==> src/hw/rtl/sfr_pkg.sv <==
// ----------------------------------------------------------------------------
// sfr_pkg
// Shared types, constants and helpers for the sector frame receiver.
// ----------------------------------------------------------------------------
package sfr_pkg;

    localparam int SECTOR_BYTES = 128;
    localparam int MAX_RETRIES  = 10;

    // Byte counter must be able to hold SECTOR_BYTES itself
    localparam int CNT_W = $clog2(SECTOR_BYTES + 1);
    localparam int SUM_W = 16;

    localparam logic [7:0] CH_SOH    = 8'h01;
    localparam logic [7:0] CH_EOT    = 8'h04;
    localparam logic [7:0] CH_CANCEL = 8'h58; // 'X'
    localparam logic [7:0] CH_NINE   = 8'h39; // '9'

    typedef enum logic [3:0] {
        ST_NONE    = 4'd0,
        ST_DATA    = 4'd1,
        ST_ACK     = 4'd2,
        ST_NAK     = 4'd3,
        ST_EOT     = 4'd4,
        ST_CANCEL  = 4'd5,
        ST_NOSOH   = 4'd6,
        ST_BADSEC  = 4'd7,
        ST_TOOMANY = 4'd8,
        ST_HALTED  = 4'd9
    } status_t;

    typedef enum logic [4:0] {
        PH_HEADER = 5'b00001,
        PH_SECTOR = 5'b00010,
        PH_DATA   = 5'b00100,
        PH_CKSUM  = 5'b01000,
        PH_HALT   = 5'b10000
    } phase_t;

    typedef struct packed {
        status_t    status;
        logic [7:0] data_byte;
        logic [6:0] data_index;
        logic [3:0] sector_number;
    } sfr_result_t;

    // Hex character to nibble: above '9' subtract '7', else subtract '0', mod 16
    function automatic logic [3:0] hex_value(input logic [7:0] c);
        logic [3:0] v;
        if (c > CH_NINE)
            v = c[3:0] - 4'h7;
        else
            v = c[3:0];
        return v;
    endfunction

endpackage

==> src/hw/rtl/sector_frame_receiver_core.sv <==
// ----------------------------------------------------------------------------
// sector_frame_receiver_core
// Sector deframer: SOH, sector number, data bytes and folded checksum.
// ----------------------------------------------------------------------------
//
//  channel   | signals                                   | direction
//  ----------+-------------------------------------------+----------
//  input     | in_valid, in_ready, rx_byte               | request in
//  result    | out_valid, out_ready, status, data_byte,  | request out
//            | data_index, sector_number                 |
//  config    | cfg_we, cfg_wdata (seven_bit_mode)        | write only
//
//  One request is accepted per cycle while in_ready is high; each result is registered.
//  The limit is the frame state machine, which updates in the accept cycle.
//  Reset clears the phase to awaiting header, expected sector to one.
//  Results sit in an output register backed by a skid stage; in_ready drops
//  only while both are occupied, so a stalled consumer costs no input cycle
//  until the second result is waiting.
//
module sector_frame_receiver_core
    import sfr_pkg::*;
(
    input  logic       clk,
    input  logic       rst_n,
    input  logic       cfg_we,
    input  logic       cfg_wdata,
    input  logic       in_valid,
    output logic       in_ready,
    input  logic [7:0] rx_byte,
    output logic       out_valid,
    input  logic       out_ready,
    output logic [3:0] status,
    output logic [7:0] data_byte,
    output logic [6:0] data_index,
    output logic [3:0] sector_number
);

    logic        seven_bit_mode_reg;
    logic        accept;
    sfr_result_t engine_result;
    sfr_result_t out_result;

    // Mode register: write only while idle (the block does not enforce it); applies from the next request on
    always_ff @(posedge clk or negedge rst_n)
    begin
        if (!rst_n)
            seven_bit_mode_reg <= 1'b0;
        else if (cfg_we)
            seven_bit_mode_reg <= cfg_wdata;
    end

    assign accept = in_valid && in_ready;

    // Decode the byte and advance the frame state in the accept cycle
    sfr_frame_engine u_engine (
        .clk            (clk),
        .rst_n          (rst_n),
        .seven_bit_mode (seven_bit_mode_reg),
        .accept         (accept),
        .rx_byte        (rx_byte),
        .result         (engine_result)
    );

    // Hold results until the consumer takes them
    sfr_out_buffer u_out_buffer (
        .clk        (clk),
        .rst_n      (rst_n),
        .push       (accept),
        .push_data  (engine_result),
        .push_ready (in_ready),
        .out_valid  (out_valid),
        .out_ready  (out_ready),
        .out_data   (out_result)
    );

    assign status        = out_result.status;
    assign data_byte     = out_result.data_byte;
    assign data_index    = out_result.data_index;
    assign sector_number = out_result.sector_number;

    // Blocked input means a result is waiting in the output register
    a_stall_implies_result: assert property (
        @(posedge clk) disable iff (!rst_n)
        !in_ready |-> out_valid
    ) else $error("input blocked with no result pending");

    // An accepted request into an empty buffer shows up next cycle
    a_accept_to_result: assert property (
        @(posedge clk) disable iff (!rst_n)
        (accept && !out_valid) |=> out_valid
    ) else $error("accepted request did not reach the output");

    // Data fields are zero unless the result carries a data byte
    a_data_fields_clear: assert property (
        @(posedge clk) disable iff (!rst_n)
        (out_valid && status != ST_DATA) |-> (data_byte == 8'h00 && data_index == 7'd0)
    ) else $error("data fields set on a non-data result");

    // Taking the last result with nothing new empties the output
    a_drain: assert property (
        @(posedge clk) disable iff (!rst_n)
        (out_valid && out_ready && in_ready && !accept) |=> !out_valid
    ) else $error("stale result after drain");

endmodule

==> src/hw/rtl/sfr_frame_engine.sv <==
// ----------------------------------------------------------------------------
// sfr_frame_engine
// Deframing state machine: phase, pair decoding, checksum and retry state.
// ----------------------------------------------------------------------------
module sfr_frame_engine
    import sfr_pkg::*;
(
    input  logic        clk,
    input  logic        rst_n,
    input  logic        seven_bit_mode,
    input  logic        accept,
    input  logic [7:0]  rx_byte,
    output sfr_result_t result
);

    phase_t             phase_reg, phase_next;
    logic [3:0]         high_nibble_reg, high_nibble_next;
    logic               pair_half_reg, pair_half_next;
    logic [CNT_W-1:0]   byte_count_reg, byte_count_next;
    logic [SUM_W-1:0]   running_sum_reg, running_sum_next;
    logic [3:0]         expected_sector_reg, expected_sector_next;
    logic [3:0]         retry_count_reg, retry_count_next;

    logic [7:0]         c;
    logic [7:0]         b;
    logic [7:0]         folded;
    logic [CNT_W-1:0]   count_inc;
    logic [3:0]         retry_inc;
    status_t            st;
    logic [7:0]         db;
    logic [6:0]         di;

    assign c         = seven_bit_mode ? {1'b0, rx_byte[6:0]} : rx_byte;
    assign b         = seven_bit_mode ? {high_nibble_reg, hex_value(c)} : c;
    assign folded    = running_sum_reg[7:0] + running_sum_reg[SUM_W-1:8];
    assign count_inc = byte_count_reg + 1'b1;
    assign retry_inc = retry_count_reg + 1'b1;

    always_comb
    begin
        phase_next           = phase_reg;
        high_nibble_next     = high_nibble_reg;
        pair_half_next       = pair_half_reg;
        byte_count_next      = byte_count_reg;
        running_sum_next     = running_sum_reg;
        expected_sector_next = expected_sector_reg;
        retry_count_next     = retry_count_reg;
        st                   = ST_NONE;
        db                   = 8'h00;
        di                   = 7'd0;

        unique case (phase_reg) inside
            PH_HEADER:
            begin
                if (c == CH_CANCEL)
                begin
                    phase_next = PH_HALT;
                    st         = ST_CANCEL;
                end
                else if (c == CH_EOT)
                begin
                    expected_sector_next = 4'd1;
                    retry_count_next     = 4'd0;
                    st                   = ST_EOT;
                end
                else if (c == CH_SOH)
                begin
                    phase_next       = PH_SECTOR;
                    running_sum_next = '0;
                    byte_count_next  = '0;
                    pair_half_next   = 1'b0;
                end
                else
                begin
                    phase_next = PH_HALT;
                    st         = ST_NOSOH;
                end
            end
            PH_SECTOR, PH_DATA, PH_CKSUM:
            begin
                if (seven_bit_mode && !pair_half_reg)
                begin
                    // first character of a pair: hold its nibble
                    high_nibble_next = hex_value(c);
                    pair_half_next   = 1'b1;
                end
                else
                begin
                    // a raw byte leaves a pending half pair untouched
                    if (seven_bit_mode)
                        pair_half_next = 1'b0;
                    if (phase_reg == PH_SECTOR)
                    begin
                        if (b != {4'h0, expected_sector_reg})
                        begin
                            phase_next = PH_HALT;
                            st         = ST_BADSEC;
                        end
                        else
                            phase_next = PH_DATA;
                    end
                    else if (phase_reg == PH_DATA)
                    begin
                        running_sum_next = running_sum_reg + {{(SUM_W-8){1'b0}}, b};
                        byte_count_next  = count_inc;
                        if (count_inc >= CNT_W'(SECTOR_BYTES))
                            phase_next = PH_CKSUM;
                        st = ST_DATA;
                        db = b;
                        di = byte_count_reg[6:0];
                    end
                    else
                    begin
                        phase_next = PH_HEADER;
                        if (folded == b)
                        begin
                            expected_sector_next = expected_sector_reg + 4'd1;
                            retry_count_next     = 4'd0;
                            st                   = ST_ACK;
                        end
                        else
                        begin
                            retry_count_next = retry_inc;
                            if (retry_inc >= 4'(MAX_RETRIES))
                            begin
                                phase_next = PH_HALT;
                                st         = ST_TOOMANY;
                            end
                            else
                                st = ST_NAK;
                        end
                    end
                end
            end
            PH_HALT:
            begin
                st = ST_HALTED;
            end
            default:
            begin
                phase_next = PH_HALT;
                st         = ST_HALTED;
            end
        endcase
    end

    assign result.status        = st;
    assign result.data_byte     = db;
    assign result.data_index    = di;
    assign result.sector_number = expected_sector_next;

    always_ff @(posedge clk or negedge rst_n)
    begin
        if (!rst_n)
        begin
            phase_reg           <= PH_HEADER;
            high_nibble_reg     <= 4'h0;
            pair_half_reg       <= 1'b0;
            byte_count_reg      <= '0;
            running_sum_reg     <= '0;
            expected_sector_reg <= 4'd1;
            retry_count_reg     <= 4'd0;
        end
        else if (accept)
        begin
            phase_reg           <= phase_next;
            high_nibble_reg     <= high_nibble_next;
            pair_half_reg       <= pair_half_next;
            byte_count_reg      <= byte_count_next;
            running_sum_reg     <= running_sum_next;
            expected_sector_reg <= expected_sector_next;
            retry_count_reg     <= retry_count_next;
        end
    end

endmodule

==> src/hw/rtl/sfr_out_buffer.sv <==
// ----------------------------------------------------------------------------
// sfr_out_buffer
// Two-entry result buffer: output register plus skid stage.
// ----------------------------------------------------------------------------
module sfr_out_buffer
    import sfr_pkg::*;
(
    input  logic        clk,
    input  logic        rst_n,
    input  logic        push,
    input  sfr_result_t push_data,
    output logic        push_ready,
    output logic        out_valid,
    input  logic        out_ready,
    output sfr_result_t out_data
);

    logic        out_valid_reg, out_valid_next;
    logic        skid_valid_reg, skid_valid_next;
    sfr_result_t out_data_reg, out_data_next;
    sfr_result_t skid_data_reg, skid_data_next;
    logic        pop;

    assign pop        = out_valid_reg && out_ready;
    assign push_ready = !skid_valid_reg;
    assign out_valid  = out_valid_reg;
    assign out_data   = out_data_reg;

    always_comb
    begin
        out_valid_next  = out_valid_reg;
        skid_valid_next = skid_valid_reg;
        out_data_next   = out_data_reg;
        skid_data_next  = skid_data_reg;
        if (pop)
        begin
            if (skid_valid_reg)
            begin
                // advance skid entry into the output register
                out_data_next   = skid_data_reg;
                skid_valid_next = 1'b0;
            end
            else if (push)
                out_data_next = push_data;
            else
                out_valid_next = 1'b0;
        end
        else if (!out_valid_reg)
        begin
            if (push)
            begin
                out_data_next  = push_data;
                out_valid_next = 1'b1;
            end
        end
        else if (push)
        begin
            skid_data_next  = push_data;
            skid_valid_next = 1'b1;
        end
    end

    always_ff @(posedge clk or negedge rst_n)
    begin
        if (!rst_n)
        begin
            out_valid_reg  <= 1'b0;
            skid_valid_reg <= 1'b0;
        end
        else
        begin
            out_valid_reg  <= out_valid_next;
            skid_valid_reg <= skid_valid_next;
        end
    end

    always_ff @(posedge clk)
    begin
        out_data_reg  <= out_data_next;
        skid_data_reg <= skid_data_next;
    end

endmodule

==> config.mk <==
export PLATFORM = sky130hd
export DESIGN_NAME = sector_frame_receiver_core
export DESIGN_NICKNAME = d
export VERILOG_FILES = /design/src/hw/rtl/sfr_pkg.sv /design/src/hw/rtl/sector_frame_receiver_core.sv /design/src/hw/rtl/sfr_frame_engine.sv /design/src/hw/rtl/sfr_out_buffer.sv
export SDC_FILE = /design/constraint.sdc
export NUM_CORES = 1
export LEC_CHECK = 0
export BUFFER_PORTS_ARGS = -buffer_cell sky130_fd_sc_hd__buf_4
export CAP_MARGIN = 20
export CORE_ASPECT_RATIO = 1.75
export CORE_UTILIZATION = 46
export DETAILED_ROUTE_END_ITERATION = 8
export PLACE_DENSITY = 0.61
export SETUP_SLACK_MARGIN = 0.3
export SLEW_MARGIN = 20
export SYNTH_ARGS = -nofsm -noshare
export SYNTH_HDL_FRONTEND = slang
export SYNTH_SLANG_ARGS = --single-unit
==> constraint.sdc <==
create_clock -name clk -period 7.4 [get_ports clk]
set_clock_uncertainty 0.1 [all_clocks]
set_input_delay 1.11 -clock clk [delete_from_list [all_inputs] [get_ports clk]]
set_output_delay 1.11 -clock clk [all_outputs]
set_load 0.1 [all_outputs]
# After elaboration in Yosys (flattened, before gate mapping)
# Cells that the tools add are included.
[op_classes]
mux = 78
n_addsub = 6
magnitude_cmp = 3
n_eq_ne = 24
bitwise_logic = 2
reduce_logical = 17
[ops]
columns = ["op", "count"]
rows = [
  ["16-bit two-way mux", 6],
  ["8-bit two-way mux", 12],
  ["23-bit two-way mux", 4],
  ["4-bit two-way mux", 20],
  ["5-bit two-way mux", 10],
  ["16-bit one-hot mux with 2 select lines", 1],
  ["7-bit two-way mux", 4],
  ["4-bit one-hot mux with 2 select lines", 3],
  ["2-bit inequality test (second input constant)", 10],
  ["16-bit by 8-bit adder with 16-bit output", 1],
  ["8-bit one-hot mux with 2 select lines", 1],
  ["5-bit one-hot mux with 3 select lines", 1],
  ["1-bit two-way mux", 13],
  ["4-bit by 1-bit adder with 4-bit output (second input constant)", 2],
  ["8-bit by 1-bit adder with 8-bit output (second input constant)", 1],
  ["8-bit adder", 1],
  ["8-bit by 1-bit == test with 1-bit output (second input constant)", 1],
  ["8-bit by 3-bit == test with 1-bit output (second input constant)", 1],
  ["8-bit by 7-bit == test with 1-bit output (second input constant)", 1],
  ["8-bit == test", 1],
  ["8-bit greater-or-equal comparator (second input constant)", 1],
  ["8-bit by 6-bit > comparator with 1-bit output (second input constant)", 1],
  ["8-bit by 4-bit inequality test with 1-bit output", 1],
  ["8-bit AND reduction", 1],
  ["other kinds (23)", 32],
]
[totals]
reg_bits = 91
output_inout_bits = 25
input_bits = 14

# Logic depth before layout (Yosys ltp)
[logic_depth]
depth_word = 13
mapped_depth = 17
mapped_depth_nobuf = 17

# Modules after synthesis
# Synthesis repeated with hierarchy kept, for this count alone.
[hier_totals]
cells_unflattened = 565
hier_area_um2 = 5693.0
[by_module_without_submodules]
columns = ["module", "cells_each", "instances", "area_per_inst_um2", "seq_area_each_um2"]
rows = [
  ["sfr_frame_engine", 423, 1, 3577.2, 1053.5],
  ["sfr_out_buffer", 139, 1, 2069.5, 1431.4],
  ["sector_frame_receiver_core", 3, 1, 46.3, 25.0],
]

# Least setup slack after synthesis
# Ideal clock, no wire load.
[synth_path]
path_kind = "input port to flip-flop"
from = "input rx_byte[0]"
to = "register u_engine.running_sum_reg[13]"
slack_ns = 3.420
setup_time_ns = 0.125
n_path_buf = 0
arrival_time_ns = 3.756
stages = 14
cell_sequence = "inv_1 ha_1 nor2_1 o221ai_4 mux2i_1 inv_1 ha_1 a21o_1 a21oi_1 o21ai_0 a21oi_1 nor2b_1 o211ai_1 mux2_2"
[synth_via]
elab_chain_len = 9
[synth_lines]
columns = ["item", "line", "text"]
rows = [
  ["start, declared", "sector_frame_receiver_core.sv:29", "input logic [7:0] rx_byte,"],
  ["8-bit two-way mux *", "sfr_frame_engine.sv:33", "assign c = seven_bit_mode ? {1'b0, rx_byte[6:0]} : rx_byte;"],
  ["8-bit by 6-bit > comparator with 1-bit output or 4-bit by 3-bit subtractor with 4-bit output (tied branches)", "sfr_pkg.sv:50, sfr_pkg.sv:51", ""],
  ["4-bit two-way mux", "sfr_pkg.sv:50", "if (c > CH_NINE)"],
  ["8-bit two-way mux", "sfr_frame_engine.sv:34", "assign b = seven_bit_mode ? {high_nibble_reg, hex_value(c)} : c;"],
  ["16-bit by 8-bit adder with 16-bit output", "sfr_frame_engine.sv:104", "running_sum_next = running_sum_reg + {{(SUM_W-8){1'b0}}, b};"],
  ["16-bit two-way mux", "sfr_frame_engine.sv:102", "else if (phase_reg == PH_DATA)"],
  ["16-bit two-way mux", "sfr_frame_engine.sv:92", "if (phase_reg == PH_SECTOR)"],
  ["16-bit two-way mux", "sfr_frame_engine.sv:81", "if (seven_bit_mode && !pair_half_reg)"],
  ["16-bit one-hot mux with 2 select lines", "sfr_frame_engine.sv:52", "unique case (phase_reg) inside"],
  ["end signal, assigned", "sfr_frame_engine.sv:170", "running_sum_reg <= running_sum_next;"],
  ["end, declared", "sfr_frame_engine.sv:20", "logic [SUM_W-1:0] running_sum_reg, running_sum_next;"],
]
# Mark *: on every way between the ends. The rest lies on a longest branch, timed or not. The select of a mux whose other input is x is not followed.
# A chain may end at the register's enable or synchronous reset.

# Worst setup path in the final report
# Ends and elaborated chain as after synthesis.

==> summary.txt <==
Status - finished clean
Cell depth of the worst hold path - 1
Final setup TNS - 0 ns
Ant diodes - 0
Pwr Total - 2.08 mW
Slew headroom - 0.348
Layout Cells excl Fill - 800
Gr ovfl total - 0
Final setup violation count - 0
Remaining DRCs - 0
Hpwl dp - 10700 µm
Startpoint Class - input pin
Slowest stage delay, CP - 0.54 ns
Combinational share of power - 0.437
Mapped Nets - 638
Total CTS buffers - 9
Sw Pwr - 0.997 mW
First-pass GRT wire length - 23400 µm
Post-Syn Area - 5650 µm²
Avg Inst Size Synth - 9.42 µm²
Total core area - 12000 µm²
CP Cell Sequence - buf_4, inv_1, ha_1, nor2_1, o221ai_4, mux2i_1, inv_1, ha_1, a21o_1, a21oi_1, o21ai_0, a21oi_1, nor2b_1, o211ai_1, mux2_2
Maxcap violations - 0
Die area - 12700 µm²
Commonest non-fill, non-tap cell in the layout - nor2_1
PwrDens - 326 nW/µm²
RR Endpoint - u_engine.running_sum_reg[14]$_DFFE_PN0P_
Post-CTS Repair Setup Buffers - 0
Reg area - 2510 µm²
Reg2reg path depth - 10
Worst hold start - u_out_buffer.out_valid$_DFFE_PN0P_
Routability Congestion - 0.991
CTS hold repair buffers - 0
Initial Util - 0.470
RSZ-0062 raised after global routing - false
Drt pass-1 iters - 4
Worst R2R Setup Slack - 3.55 ns
P_int - 1.09 mW
I/O pin total - 39
Die H - 149 µm
Hold Vio Cnt, Final - 0
Clock transition at path regs - 0.07 ns
DR WL/cell - 18.0 µm
Clk_lat worst skew - 0.35 ns
Slew Limit Fails - 0
Fmax - 0.237 GHz
Period Utilization, post-route - 0.571
Fillers - 1139
Vias in the first global route - 4557
Crit path DAT - 4.36 ns
H-tree levels - 3
Vias per inst - 5.68
Die width - 85.7 µm
Sw frac - 0.478
Critical setup path kind - input pin to flip-flop
GR Util All Layers - 0.241
Leakage power - 2.76 nW
FF-to-FF Start - seven_bit_mode_reg$_DFFE_PN0P_
WHS Endpoint - u_out_buffer.skid_valid_reg$_DFFE_PN0P_
Worst Tran Pin Value - 0.970 ns
Synth warn - 0
Drt initial violations - 212
Maximum VDD drop - 0.000174 V
Layout cell share with drive strength beyond 1 - 0.135
Commonest non-fill, non-tap cells in the layout - nor2_1 (74), nand2_1 (56), edfxtp_1 (46)
Sequential share of the synthesized area - 0.445
Sequential Power Share - 0.338
Req. time, crit path - 7.54 ns
Initial antenna violation count - 0
Dpl cells - 784
Mapped Cells - 599
CTS resizes - 0
Netlist cell types - 71
CTS tree - built
Hold Crit Class - flip-flop to flip-flop
Fin nets - 669
Final ANT Viol Nets - 0
Port Buffers - 38
Root buffer cell - clkbuf_16
Area occupied by multi-input gates - 2930 µm²
Period minus WS final - 4.22 ns
Crit-path max FO - 8
P&R area growth vs syn - 13.2%
Bufs on Longest Clock Path - 2
Final Util - 0.532
Dpl ws - 2.81 ns
CP max stage cell - mux2i_1
Number of placement rows - 53
Post-synth EDFFs - 46
Pin count of the biggest net entering global routing - 46
Post-synth top flop - edfxtp_1
Sink Count - 91
Async SR Flop Fraction - 0.495
Final worst slack - 3.18 ns
Seq cells post-synth - 91
Crit. End Element - flip-flop
Clk pwr share - 0.226
Via Count - 4547
Routed WL - 14400 µm
## area by class of cell
cell class	count	area share
Timing Repair Buffer	45	0.0529
Tap cell	165	0.0323
Clock inverter	7	0.0119
Multi-Input combinational cell	456	0.459
Inverter	27	0.0159
Sequential cell	91	0.393
Clock buffer	9	0.0352
## worst max-delay path, delay by kind of cell
family | cells | cell delay (ns)
AOI/OAI and AO/OA | 6 | 1.15
and+or+nand+nor | 2 | 0.36
adders and majority gates | 2 | 0.51
buffers and inverters | 3 | 0.33
muxes | 2 | 0.89
## power groups by stage
| stage | Clock [mW] | Sequential [mW] | Combinational [mW] |
|---|---|---|---|
| 2_1_floorplan | 0 | 1.18 | 0.249 |
| 3_3_place_gp | 0 | 0.713 | 0.905 |
| 3_5_place_dp | 0 | 0.716 | 0.913 |
| 4_1_cts | 0.481 | 0.705 | 0.915 |
| 5_1_grt | 0.501 | 0.715 | 0.955 |
| 6_report | 0.470 | 0.704 | 0.910 |
## per-layer routing
layer | vias to the layer above | wire (µm) | GRT usage
met5 | - | 0 | 0
met4 | 0 | 580 | 0.123
met2 | 81 | 7630 | 0.429
li1 | 2227 | - | -
met3 | 32 | 375 | 0.0294
met1 | 2207 | 5800 | 0.281
## kinds of logic (layout without fill, tap and decap cells)
logic type,Yosys count,after routing,share of synthesized area
flip-flops,91,91,0.445
buffers and inverters,52,88,0.0368
AO/OA/AOI/OAI,148,148,0.173
XOR/XNOR,35,35,0.0543
AND/OR/NAND/NOR,233,233,0.205
multiplexers,15,15,0.0281
adder cells (fa/ha/maj),25,25,0.0581
## worst max-delay path by stage
stage	startpoint	end	slack, ns	cells past startpoint
final	rx_byte[0]	u_engine.running_sum_reg[13]$_DFFE_PN0P_	3.18	15
after global routing	rx_byte[0]	u_engine.running_sum_reg[10]$_DFFE_PN0P_	2.90	18
after CTS	rx_byte[0]	u_engine.running_sum_reg[13]$_DFFE_PN0P_	3.18	15
after detailed placement	rx_byte[0]	u_engine.running_sum_reg[13]$_DFFE_PN0P_	2.81	15
after global placement	rx_byte[0]	u_engine.running_sum_reg[13]$_DFFE_PN0P_	2.94	15
after floorplan	rx_byte[0]	u_engine.running_sum_reg[13]$_DFFE_PN0P_	3.42	14
## Yosys cell counts, types with 3 or more instances
master | count | area, µm²
o22ai_1 | 16 | 100
nor2_1 | 76 | 285
mux2_2 | 4 | 45.0
nand3_1 | 19 | 95.1
a22o_1 | 4 | 35.0
o22a_1 | 3 | 26.3
a21o_1 | 8 | 60.1
nor2b_1 | 9 | 56.3
nand2_1 | 56 | 210
o21ai_1 | 5 | 25.0
nor3_1 | 11 | 55.1
nor4_1 | 4 | 25.0
nand2b_1 | 6 | 37.5
a21oi_1 | 29 | 145
dfrtp_1 | 43 | 1080
edfxtp_1 | 46 | 1380
a211o_1 | 4 | 35.0
buf_2 | 4 | 20.0
a31oi_1 | 7 | 43.8
or3_1 | 10 | 62.6
nand4_1 | 4 | 25.0
o31ai_1 | 5 | 37.5
buf_1 | 5 | 18.8
mux2i_1 | 10 | 100
o21ai_0 | 38 | 190
xnor2_1 | 21 | 184
o21a_1 | 6 | 45.0
inv_1 | 26 | 97.6
or4_1 | 3 | 22.5
xor2_1 | 14 | 123
and2_1 | 4 | 25.0
clkbuf_1 | 15 | 56.3
and3_1 | 15 | 93.8
a211oi_1 | 3 | 22.5
ha_1 | 23 | 288
## stage by stage
step,instance area (µm²),hold WS (ns)
after floorplan,5650,0.378
after global placement,6090,0.396
after CTS,6390,0.427
final,6390,0.423
after detailed placement,6090,0.413
after global routing,6390,0.452
(Power assumes the default switching activity.)
